[config.mk]
export PLATFORM = sky130hd
export DESIGN_NAME = ffca_cell
export DESIGN_NICKNAME = d
export VERILOG_FILES = /design/src/rtl/ffca_pkg.sv /design/src/rtl/ffca_cell.sv
export SDC_FILE = /design/constraint.sdc
export NUM_CORES = 1
export LEC_CHECK = 0
export BUFFER_PORTS_ARGS = -buffer_cell sky130_fd_sc_hd__buf_2
export CORE_ASPECT_RATIO = 1.25
export CORE_MARGIN = 2
export CORE_UTILIZATION = 30
export CTS_CLUSTER_SIZE = 24
export DETAILED_ROUTE_END_ITERATION = 10
export PLACE_DENSITY_LB_ADDON = 0.1
export RECOVER_POWER = 25
export SYNTH_ARGS = -nofsm -noshare
export SYNTH_HDL_FRONTEND = slang
export SYNTH_SLANG_ARGS = --single-unit
[constraint.sdc]
create_clock -name clk -period 4.4 [get_ports clk]
set_clock_uncertainty 0.1 [all_clocks]
set_input_delay 0 -clock clk [delete_from_list [all_inputs] [get_ports clk]]
set_output_delay 0 -clock clk [all_outputs]
set_load 0.02 [all_outputs]
[src/rtl/ffca_pkg.sv]
// ----------------------------------------------------------------------------
// First-fit capacity allocator: package
// Field widths, defaults and the item record that travels along the chain.
// ----------------------------------------------------------------------------
package ffca_pkg;

	localparam int SLOT_COUNT_DEF    = 1024;
	localparam int CAPACITY_BITS_DEF = 32;

	localparam int SLOT_W     = 10;
	localparam int AMOUNT_W   = 32;
	localparam int GRANT_W    = 11;
	localparam int LIMIT_W    = 11;
	localparam int IN_DATA_W  = 48;
	localparam int OUT_DATA_W = 16;
	localparam int APB_ADDR_W = 3;
	localparam int APB_DATA_W = 32;

	localparam logic [LIMIT_W-1:0] LIMIT_RESET = 11'd1024;

	typedef enum logic {
		REQ_LOAD  = 1'b0,
		REQ_ALLOC = 1'b1
	} ffca_req_t;

	typedef enum logic {
		REG_ENTRIES_IN_USE = 1'b0
	} ffca_reg_t;

	typedef struct packed {
		logic                valid;
		ffca_req_t           kind;
		logic                done;
		logic [SLOT_W-1:0]   slot;
		logic [AMOUNT_W-1:0] amount;
		logic [GRANT_W-1:0]  grant;
	} ffca_item_t;

endpackage

[src/rtl/ffca_cell.sv]
// ----------------------------------------------------------------------------
// First-fit capacity allocator: slot cell
// Holds one slot's remaining capacity and registers the passing item.
// ----------------------------------------------------------------------------
module ffca_cell #(
	parameter int CELL_INDEX    = 0,
	parameter int CAPACITY_BITS = ffca_pkg::CAPACITY_BITS_DEF
) (
	input  logic                         clk,
	input  logic                         arst_n,
	input  logic                         advance,
	input  logic [ffca_pkg::LIMIT_W-1:0] limit,
	input  ffca_pkg::ffca_item_t         item_in,
	output ffca_pkg::ffca_item_t         item_out
);
	import ffca_pkg::*;

	localparam int CMP_W = (CAPACITY_BITS > AMOUNT_W) ? CAPACITY_BITS : AMOUNT_W;
	localparam bit LOADABLE = CELL_INDEX < (1 << SLOT_W);
	localparam bit COUNTABLE = CELL_INDEX < (1 << LIMIT_W);
	localparam logic [SLOT_W-1:0] SLOT_ID = SLOT_W'(CELL_INDEX);
	localparam logic [LIMIT_W-1:0] LIMIT_ID = LIMIT_W'(CELL_INDEX);
	localparam logic [GRANT_W-1:0] GRANT_ID = GRANT_W'(CELL_INDEX + 1);

	logic [CAPACITY_BITS-1:0] cap_q;
	logic                     valid_s1;
	ffca_item_t               item_s1;
	ffca_item_t               item_next;
	logic [CMP_W-1:0]         cap_ext;
	logic [CMP_W-1:0]         amt_ext;
	logic [CMP_W-1:0]         diff;
	logic                     in_use;
	logic                     hit;
	logic                     load;

	assign cap_ext = CMP_W'(cap_q);
	assign amt_ext = CMP_W'(item_in.amount);
	assign diff    = cap_ext - amt_ext;
	assign in_use  = COUNTABLE && (LIMIT_ID < limit);
	assign hit     = item_in.valid && (item_in.kind == REQ_ALLOC) && !item_in.done &&
	                 in_use && (cap_ext >= amt_ext);
	assign load    = item_in.valid && (item_in.kind == REQ_LOAD) && LOADABLE &&
	                 (item_in.slot == SLOT_ID);

	always_ff @(posedge clk) begin
		if (advance) begin
			if (load) begin
				cap_q <= CAPACITY_BITS'(amt_ext);
			end else if (hit) begin
				cap_q <= CAPACITY_BITS'(diff);
			end
		end
	end

	always_ff @(posedge clk or negedge arst_n) begin
		if (!arst_n) begin
			valid_s1 <= 1'b0;
		end else if (advance) begin
			valid_s1 <= item_in.valid;
		end
	end

	always_comb begin
		item_next       = item_in;
		item_next.done  = item_in.done | hit;
		item_next.grant = hit ? GRANT_ID : item_in.grant;
	end

	always_ff @(posedge clk) begin
		if (advance) begin
			item_s1 <= item_next;
		end
	end

	always_comb begin
		item_out       = item_s1;
		item_out.valid = valid_s1;
	end

endmodule

After elaboration in Yosys (flattened, before gate mapping). Cells that the tools add are included. Widths: inputs -> output; s select.

$add $sub $neg: 1. Muxes and demuxes: 2. Reductions and logical operators: 10. Bitwise gates (word level): 2. Magnitude comparators: 2.

Operators by type and width (number): $mux 32 (2); $ge 32x32->1 (1); $sub 32x32->32 (1); $lt 1x11->1 const A (1); $logic_not 10->1 (1); $logic_and 1x1->1 (6); $reduce_and 2->1 (1); $reduce_bool 2->1 (1); $logic_not 1->1 (1); $not 1->1 (1); $or 1x1->1 (1).

Register bits after elaboration: 88. Logic and storage cells: 24. Input bits: 70. Output and inout bits: 56.

Logic depth before layout (Yosys ltp). Gate-level depths: netlist of the first run.

Depth after elaboration: 6. Depth in mapped cells: 13. Depth with buffers taken out: 12.

Worst setup path after synthesis of the first run. OpenSTA, ideal clock, no wires.

Path type: register to register. Start point: register cap_q[13] (netlist: cap_ext[13]). End point: register cap_q[0] (netlist: cap_ext[0]), enable pin. Path buffers: 2. Data required time: 3.870 ns. Setup time: 0.430 ns. Period minus slack after synthesis: 4.180 ns. Slack: 0.220 ns. Cell stages (with the launch flop): 11. Data arrival time: 3.651 ns. Path through: edfxtp_1 ha_1 clkbuf_1 nand2_1 nor2_1 nand4_1 or4_1 a21oi_1 o41ai_4 buf_6 a21boi_1.

Longest elaborated chain between the ends: 4.

Ends and longest elaborated chain: start: declaration (RTL line ffca_cell.sv:25) `logic [CAPACITY_BITS-1:0] cap_q;`; start signal: assignment (RTL line ffca_cell.sv:48) `cap_q <= CAPACITY_BITS'(amt_ext);`; start signal: assignment (RTL line ffca_cell.sv:50) `cap_q <= CAPACITY_BITS'(diff);`; $ge 32x32->1 (RTL line ffca_cell.sv:41) `in_use && (cap_ext >= amt_ext);`; $logic_and 1x1->1 (RTL line ffca_cell.sv:41); $reduce_bool 2->1 (no line); $reduce_and 2->1 (no line).

Every way passes these cells. A chain may end at the register's enable or synchronous reset.

Final worst setup path of the first run.
Start point: input item_in[11] (netlist bit). End point: register cap_q[3] (netlist: cap_ext[3]), enable pin.

Longest elaborated chain between the ends: 4.

Ends and longest elaborated chain: start: declaration (RTL line ffca_cell.sv:13) `input ffca_pkg::ffca_item_t item_in,`; $ge 32x32->1 (RTL line ffca_cell.sv:41); $logic_and 1x1->1 (RTL line ffca_cell.sv:41); $reduce_bool 2->1 (no line); $reduce_and 2->1 (no line).

Every way passes these cells.

==> metrics.md, run 1 <==
| Metric | Value |
|---|---|
| CP max stage delay | 0.56 ns |
| Max-slew violation count | 57 |
| GP Congestion | 0.8194 |
| H-tree depth | 3 |
| FF+latch count, synth | 88 |
| Total congestion overflow | 0 |
| Final WS setup | 0.6854 ns |
| VDD IR max | 0.0001398 V |
| Io pins | 126 |
| Vias in the first global route | 3,964 |
| CP Capture Type | flop |
| Fin. Hold Viols | 0 |
| Critical path class | in -> reg |
| Status | finished, violations left |
| Total negative slack | 0 ns |
| CP arrival | 3.69 ns |
| Cell Chain, Critical Path | dlygate4sd3_1 -> clkbuf_1 -> ha_1 -> inv_1 -> fa_1 -> a21oi_1 -> o21ai_1 -> a21oi_2 -> o21ai_2 -> a21oi_2 -> a21oi_1 -> o41ai_4 -> a21boi_2 -> buf_4 |
| Asr flop ratio synth | 1.136% |
| Post-Syn Area | 5034 µm² |
| Initial antenna violation count | 0 |
| Fin util | 41.04% |
| Violated checks | max-capacitance violations, max-slew violations |
| Post-synth top area cell | edfxtp_1 |
| First-pass GRT wire length | 19,700 µm |
| Multi-input logic area | 2190 µm² |
| Worst slew pin tran | 3.028 ns |
| Top post-synthesis cells by count | 87 x edfxtp_1, 52 x a21oi_1, 37 x nor2_1, 36 x inv_1 |
| Largest net degree at the start of global routing | 57 |
| Sequential fraction of the synthesis area | 52.40% |
| Relative slew slack | -101.8% |
| Post-CTS Setup Repair Bufs | 0 |
| Buffers and inverters on the worst path | 4 |
| Initial Util | 30.82% |
| Pwr dens | 319.0 nW/µm² |
| RSZ-0062 raised after global routing | false |
| Final setup viols | 0 |
| Core box area | 16,330 µm² |
| Die Span Y | 148.8 µm |
| Slowest-stage cell, CP | o41ai_4 |
| Die width | 119.9 µm |
| Root Buffer | clkbuf_16 |
| Post-synth top area share | 51.90% |
| CP top delay family | compound AO/OA/AOI/OAI gates |
| Via count | 3,990 |
| Fill count | 1,629 |
| Period minus WS final | 3.715 ns |
| CTS tree | yes |
| WL per Instance | 14.42 µm |
| Largest cells by area after synthesis | edfxtp_1 52%, ha_1 8.0%, a21oi_1 5.2%, a21o_1 3.1%, nor2_1 2.8% |
| DRT Pass-1 Iters | 4 |
| Total CTS buffers | 9 |
| Pre-CTS setup slack | 0.6110 ns |
| Syn_nets | 564 |
| Max Freq | 0.2692 GHz |
| NumNets Final | 744 |
| Synth warn | 0 |
| Placed cells | 788 |
| Non-filler instance count after layout | 862 |
| Hold crit path type | in -> reg |
| Post-Syn Instances | 461 |
| Static Leakage | 2.787 nW |
| Final wirelength | 12,430 µm |
| Clock Path Buffers | 2 |
| Synth Area per Inst | 10.92 µm² |
| Die area | 17,840 µm² |
| Worst EP required | 4.38 ns |
| Post-DP HPWL | 9084 µm |
| Final ANT Viol Nets | 0 |
| Routed vias/inst | 4.629 |
| Dpl cell area | 5888 µm² |
| Buffers on Ports | 125 |
| Ant. Diodes | 0 |
| Critical path peak fanout | 20 |
| Startpoint types | input pin |
| Worst-skew pair later-pin latency | 0.35 ns |
| Initial DRC Count | 172 |
| Rows | 52 |
| Final cycle utilization of the critical path | 84.42% |
| Synth unique cells | 51 |
| Design area | 6703 µm² |
| GRT Total Usage | 14.11% |
| DRC Markers | 0 |
| Reg clk slew, reported paths | 0.06 ns |
| Layout cells sized above 1 | 18.11% |
| Top FF cell, synth | edfxtp_1 |
| Number of flops mapped to enable cells by yosys | 87 |
| Total of max-cap violations | 1 |
| Reg area | 2638 µm² |
| Area Growth Syn to Fin | 33.16% |
| CTS Sinks | 88 |
| Top-count cell post-synth | edfxtp_1 |
==> timing repair <==
action	CTS	global route
endpoints found under the hold margin	86	0
hold buffers	58	0
gates resized for setup	0	0
==> routing by layer <==
metal | GRT usage (%) | part of all wire [%]
met1 | 17.67 | 46
met2 | 24.43 | 48
met3 | 2.179 | 4.4
met4 | 5.529 | 1.6
met5 | 0 | 0
==> cells by family (layout without fill, tap and decap cells) <==
kind of cell / Yosys count / after routing / synth area share, %
AOI/OAI and AO/OA: 126 / 126 / 16.88
xor gates and xnor gates: 24 / 24 / 4.176
adders and majority gates: 33 / 33 / 8.352
buffers and inverters: 54 / 239 / 4.275
DFF: 88 / 88 / 52.40
muxes: 3 / 3 / 0.6214
and+or+nand+nor: 133 / 133 / 13.30
==> final timing paths <==
kind / start / end / slack (ns) / cells after the start
worst max-delay path: item_in[11] / cap_ext[3]$_DFFE_PP_ / 0.69 / 14
max in group asynchronous: arst_n / valid_s1$_DFFE_PN0P_ / 3.70 / 3
worst min-delay path: advance / cap_ext[24]$_DFFE_PP_ / 0.18 / 2
worst max register to register: cap_ext[0]$_DFFE_PP_ / cap_ext[3]$_DFFE_PP_ / 0.70 / 13
worst min register to register: valid_s1$_DFFE_PN0P_ / valid_s1$_DFFE_PN0P_ / 0.42 / 1
min in group asynchronous: arst_n / valid_s1$_DFFE_PN0P_ / 0.40 / 3
==> placed cells by master, fill, tap and decap left out, drive strengths merged, types with 6 or more instances in the layout <==
master / count
nor2: 37
a21o: 21
xor2: 14
nand2b: 9
o21bai: 6
o21ai: 18
dlygate4sd3: 58
clkbuf: 51
nand2: 32
inv: 37
ha: 32
nand3: 6
nand4: 9
and2: 10
edfxtp: 87
nor4: 7
a21oi: 57
buf: 88
xnor2: 10
==> power by group <==
part	total, mW	switching (mW)	internal [mW]
combinational	0.383	0.218	0.165
sequential	0.989	0.00959	0.979
clock	0.766	0.329	0.438
==> sequential cells by signal, summed over array words and instances (netlist names) <==
name and cells:
item_out 55, cap_ext 32, valid_s1 1
==> worst reg2reg max path: stages, from the launching register on <==
cell	delay [ns]
edfxtp_1	0.36
inv_1	0.06
ha_1	0.14
inv_1	0.05
fa_1	0.40
a21oi_1	0.20
o21ai_1	0.12
a21oi_2	0.26
o21ai_2	0.15
a21oi_2	0.20
a21oi_1	0.12
o41ai_4	0.56
a21boi_2	0.37
buf_4	0.35
==> per-stage QoR <==
stage	total power [mW]	hold slack, ns
final	2.138	0.1776
after global routing	2.233	0.2128
after CTS	2.170	0.1652
after detailed placement	1.357	-0.3146
after global placement	1.354	-0.3153
after floorplan	1.230	-0.3956
==> final cells by class <==
class	count	share of cell area (%)
clock buffers	10	3.416
clock inverters	6	0.8774
flip-flops and latches	88	39.35
well taps	216	4.032
multi-input cells	319	32.67
inverters	36	2.016
repair buffers	187	17.64
(Power assumes the default switching activity.)
==> inputs of run 2 (changes only) <==
Clock period 4.4 ns to 3.4 ns, I/O delays scaled along.
==> metrics.md, run 2 (synthesized netlist as in run 1, its figures left out) <==
| Metric | Value |
|---|---|
| Critical path class | reg -> reg (was in -> reg) |
| Startpoint types | flop (was input pin) |
| Hold Path Depth | 2 (unchanged) |
| Max Freq | 0.3182 GHz |
| CP arrival | 3.15 ns (was 3.69 ns) |
| R2r setup slk | 0.26 ns (was 0.70 ns) |
| Period minus WS final | 3.143 ns |
| Largest register FFs | 55 (unchanged) |
| H-tree depth | 3 (unchanged) |
| Fin. Hold Viols | 0 (unchanged) |
| Die width | 119.9 µm (unchanged) |
| VDD IR max | 0.0001777 V (was 0.0001398 V) |
| Io pins | 126 (unchanged) |
| Worst slew pin tran | 1.462 ns (was 3.028 ns) |
| Max-slew violation count | 0 (was 57) |
| Total congestion overflow | 0 (unchanged) |
| GRT Total Usage | 14.58% (was 14.11%) |
| GP Congestion | 0.7666 (was 0.8194) |
| Area Growth Syn to Fin | 34.18% (was 33.16%) |
| Dpl cell area | 5931 µm² (was 5888 µm²) |
| Placed cells | 791 (was 788) |
| R2r worst-path depth | 13 (unchanged) |
| Total of max-cap violations | 0 (was 1) |
| Final cycle utilization of the critical path | 92.44% |
| Buffers on Ports | 125 (unchanged) |
| First-pass GRT wire length | 20,480 µm (was 19,700 µm) |
| RSZ-0062 raised after global routing | false (unchanged) |
| NumNets Final | 747 (was 744) |
| Worst EP required | 3.41 ns (was 4.38 ns) |
| Post-CTS sizing | 0 (unchanged) |
| DRT Pass-1 Iters | 4 (unchanged) |
| Status | finished clean (was finished, violations left) |
| Slowest-stage cell, CP | fa_1 (was o41ai_4) |
| Total CTS buffers | 9 (unchanged) |
| Final setup viols | 0 (unchanged) |
| Critical path peak fanout | 21 (was 20) |
| Static Leakage | 2.827 nW (was 2.787 nW) |
| Initial Util | 30.82% (unchanged) |
| Cell Chain, Critical Path | inv_1 -> ha_1 -> inv_1 -> fa_1 -> a21oi_1 -> o21ai_1 -> a21oi_2 -> o21ai_2 -> a21oi_2 -> a21oi_1 -> o41ai_4 -> a21boi_4 -> buf_12 (was dlygate4sd3_1 -> clkbuf_1 -> ha_1 -> inv_1 -> fa_1 -> a21oi_1 -> o21ai_1 -> a21oi_2 -> o21ai_2 -> a21oi_2 -> a21oi_1 -> o41ai_4 -> a21boi_2 -> buf_4) |
| Reg area | 2638 µm² (unchanged) |
| Post-DP HPWL | 9080 µm (was 9084 µm) |
| Multi-input logic area | 2197 µm² (was 2190 µm²) |
| Routed vias/inst | 4.665 (was 4.629) |
| Post-CTS Setup Repair Bufs | 0 (unchanged) |
| R2r endpoint | cap_ext[7]$_DFFE_PP_ (was cap_ext[3]$_DFFE_PP_) |
| CP Launch Point | cap_ext[0]$_DFFE_PP_ (was item_in[11]) |
| Root Buffer | clkbuf_16 (unchanged) |
| Reg clk slew, reported paths | 0.07 ns (was 0.06 ns) |
| Die Span Y | 148.8 µm (unchanged) |
| Largest net degree at the start of global routing | 57 (unchanged) |
| Total negative slack | 0 ns (unchanged) |
| Final ANT Viol Nets | 0 (unchanged) |
| WL per Instance | 14.43 µm (was 14.42 µm) |
| Hold Path End | cap_ext[21]$_DFFE_PP_ (was cap_ext[24]$_DFFE_PP_) |
| Hold Startpoint | advance (unchanged) |
| Worst-skew pair later-pin latency | 0.35 ns (about the same) |
| Ant. Diodes | 0 (unchanged) |
| Hold crit path type | in -> reg (unchanged) |
| CP Capture Type | flop (unchanged) |
| Final wirelength | 12,490 µm (was 12,430 µm) |
| Pwr dens | 410.6 nW/µm² (was 319.0 nW/µm²) |
| Die area | 17,840 µm² (unchanged) |
| Non-filler instance count after layout | 865 (was 862) |
| Commonest non-fill, non-tap cells in the layout | 87 x edfxtp_1, 87 x buf_2, 58 x dlygate4sd3_1, 52 x a21oi_1 (was 87 x edfxtp_1, 85 x buf_2, 58 x dlygate4sd3_1, 52 x a21oi_1, 42 x clkbuf_1) |
| Total power | 2.773 mW (was 2.138 mW) |
| Vias in the first global route | 4,092 (was 3,964) |
| Rows | 52 (unchanged) |
| Fill count | 1,612 (was 1,629) |
| Design area | 6754 µm² (was 6703 µm²) |
| Layout cells sized above 1 | 19.57% (was 18.11%) |
| CTS Sinks | 88 (unchanged) |
| Relative slew slack | 2.542% (was -101.8%) |
| Clock Path Buffers | 2 (unchanged) |
| CP max stage delay | 0.39 ns (was 0.56 ns) |
| Initial DRC Count | 162 (was 172) |
| Core box area | 16,330 µm² (unchanged) |
| Initial antenna violation count | 0 (unchanged) |
| FF-to-FF Start | cap_ext[0]$_DFFE_PP_ (unchanged) |
| DRC Markers | 0 (unchanged) |
| CTS tree | yes (unchanged) |
| Via count | 4,035 (was 3,990) |
-- run 2: changes by cell type in the layout (fill, tap and decap cells not counted), moves of 2 or more --
cell and delta:
buf_2 +2, clkinv_1 -2, clkbuf_1 -5, buf_4 +2, clkbuf_2 +2, inv_8 +2, inv_6 +4
-- run 2: power by group --
group / switching [mW] / internal [mW] / total (mW)
clock network: 0.478 / 0.520 / 0.997
logic: 0.283 / 0.216 / 0.499
registers: 0.0120 / 1.27 / 1.28
-- run 2: routing by layer --
metal	GRT usage, %	vias up	share of wire, %
met5	0	-	0
met2	25.77	108	49
met3	2.217	12	4.3
li1	-	2057	-
met4	5.824	0	1.6
met1	17.79	1858	45
-- run 2: repair_timing --
action                     4_1_cts  5_1_grt
hold endpoints to repair        87        0
hold buffers                    58        0
setup endpoints to repair        0        0
-- run 2: cell type report --
| cell class | instances | share of cell area (%) |
|---|---|---|
| timing repair buffer | 190 | 18.10 |
| clock inverter | 7 | 0.9818 |
| multi-input combinational | 319 | 32.53 |
| clock buffer | 9 | 3.335 |
| tap | 216 | 4.001 |
| inverter | 36 | 2.001 |
| sequential | 88 | 39.05 |
-- run 2: through the flow --
step | hold slack, ns | util, % | setup WS (ns)
2_1_floorplan | -0.3956 | - | 0.2251
3_3_place_gp | -0.3160 | 36.32 | 0.2686
3_5_place_dp | -0.3175 | 36.32 | 0.2333
4_1_cts | 0.07806 | 41.66 | 0.2207
5_1_grt | 0.1230 | 41.36 | 0.02773
6_report | 0.1162 | 41.36 | 0.2572
-- run 2: worst max-delay path, delay by kind of cell, from the launching register on --
kind	cells	cell delay [ns]
AO/OA/AOI/OAI	8	1.57
adder cells (fa/ha/maj)	2	0.53
buffers and inverters	3	0.33
flip-flops	1	0.36
-- run 2: how the worst max path moves through the flow --
stage | slack (ns) | endpoint | cells past startpoint
2_1_floorplan | 0.23 | cap_ext[0]$_DFFE_PP_ | 10
3_3_place_gp | 0.27 | cap_ext[20]$_DFFE_PP_ | 9
3_5_place_dp | 0.23 | cap_ext[20]$_DFFE_PP_ | 9
6_report | 0.26 | cap_ext[7]$_DFFE_PP_ | 13
5_1_grt | 0.03 | cap_ext[8]$_DFFE_PP_ | 13
4_1_cts | 0.22 | cap_ext[8]$_DFFE_PP_ | 9
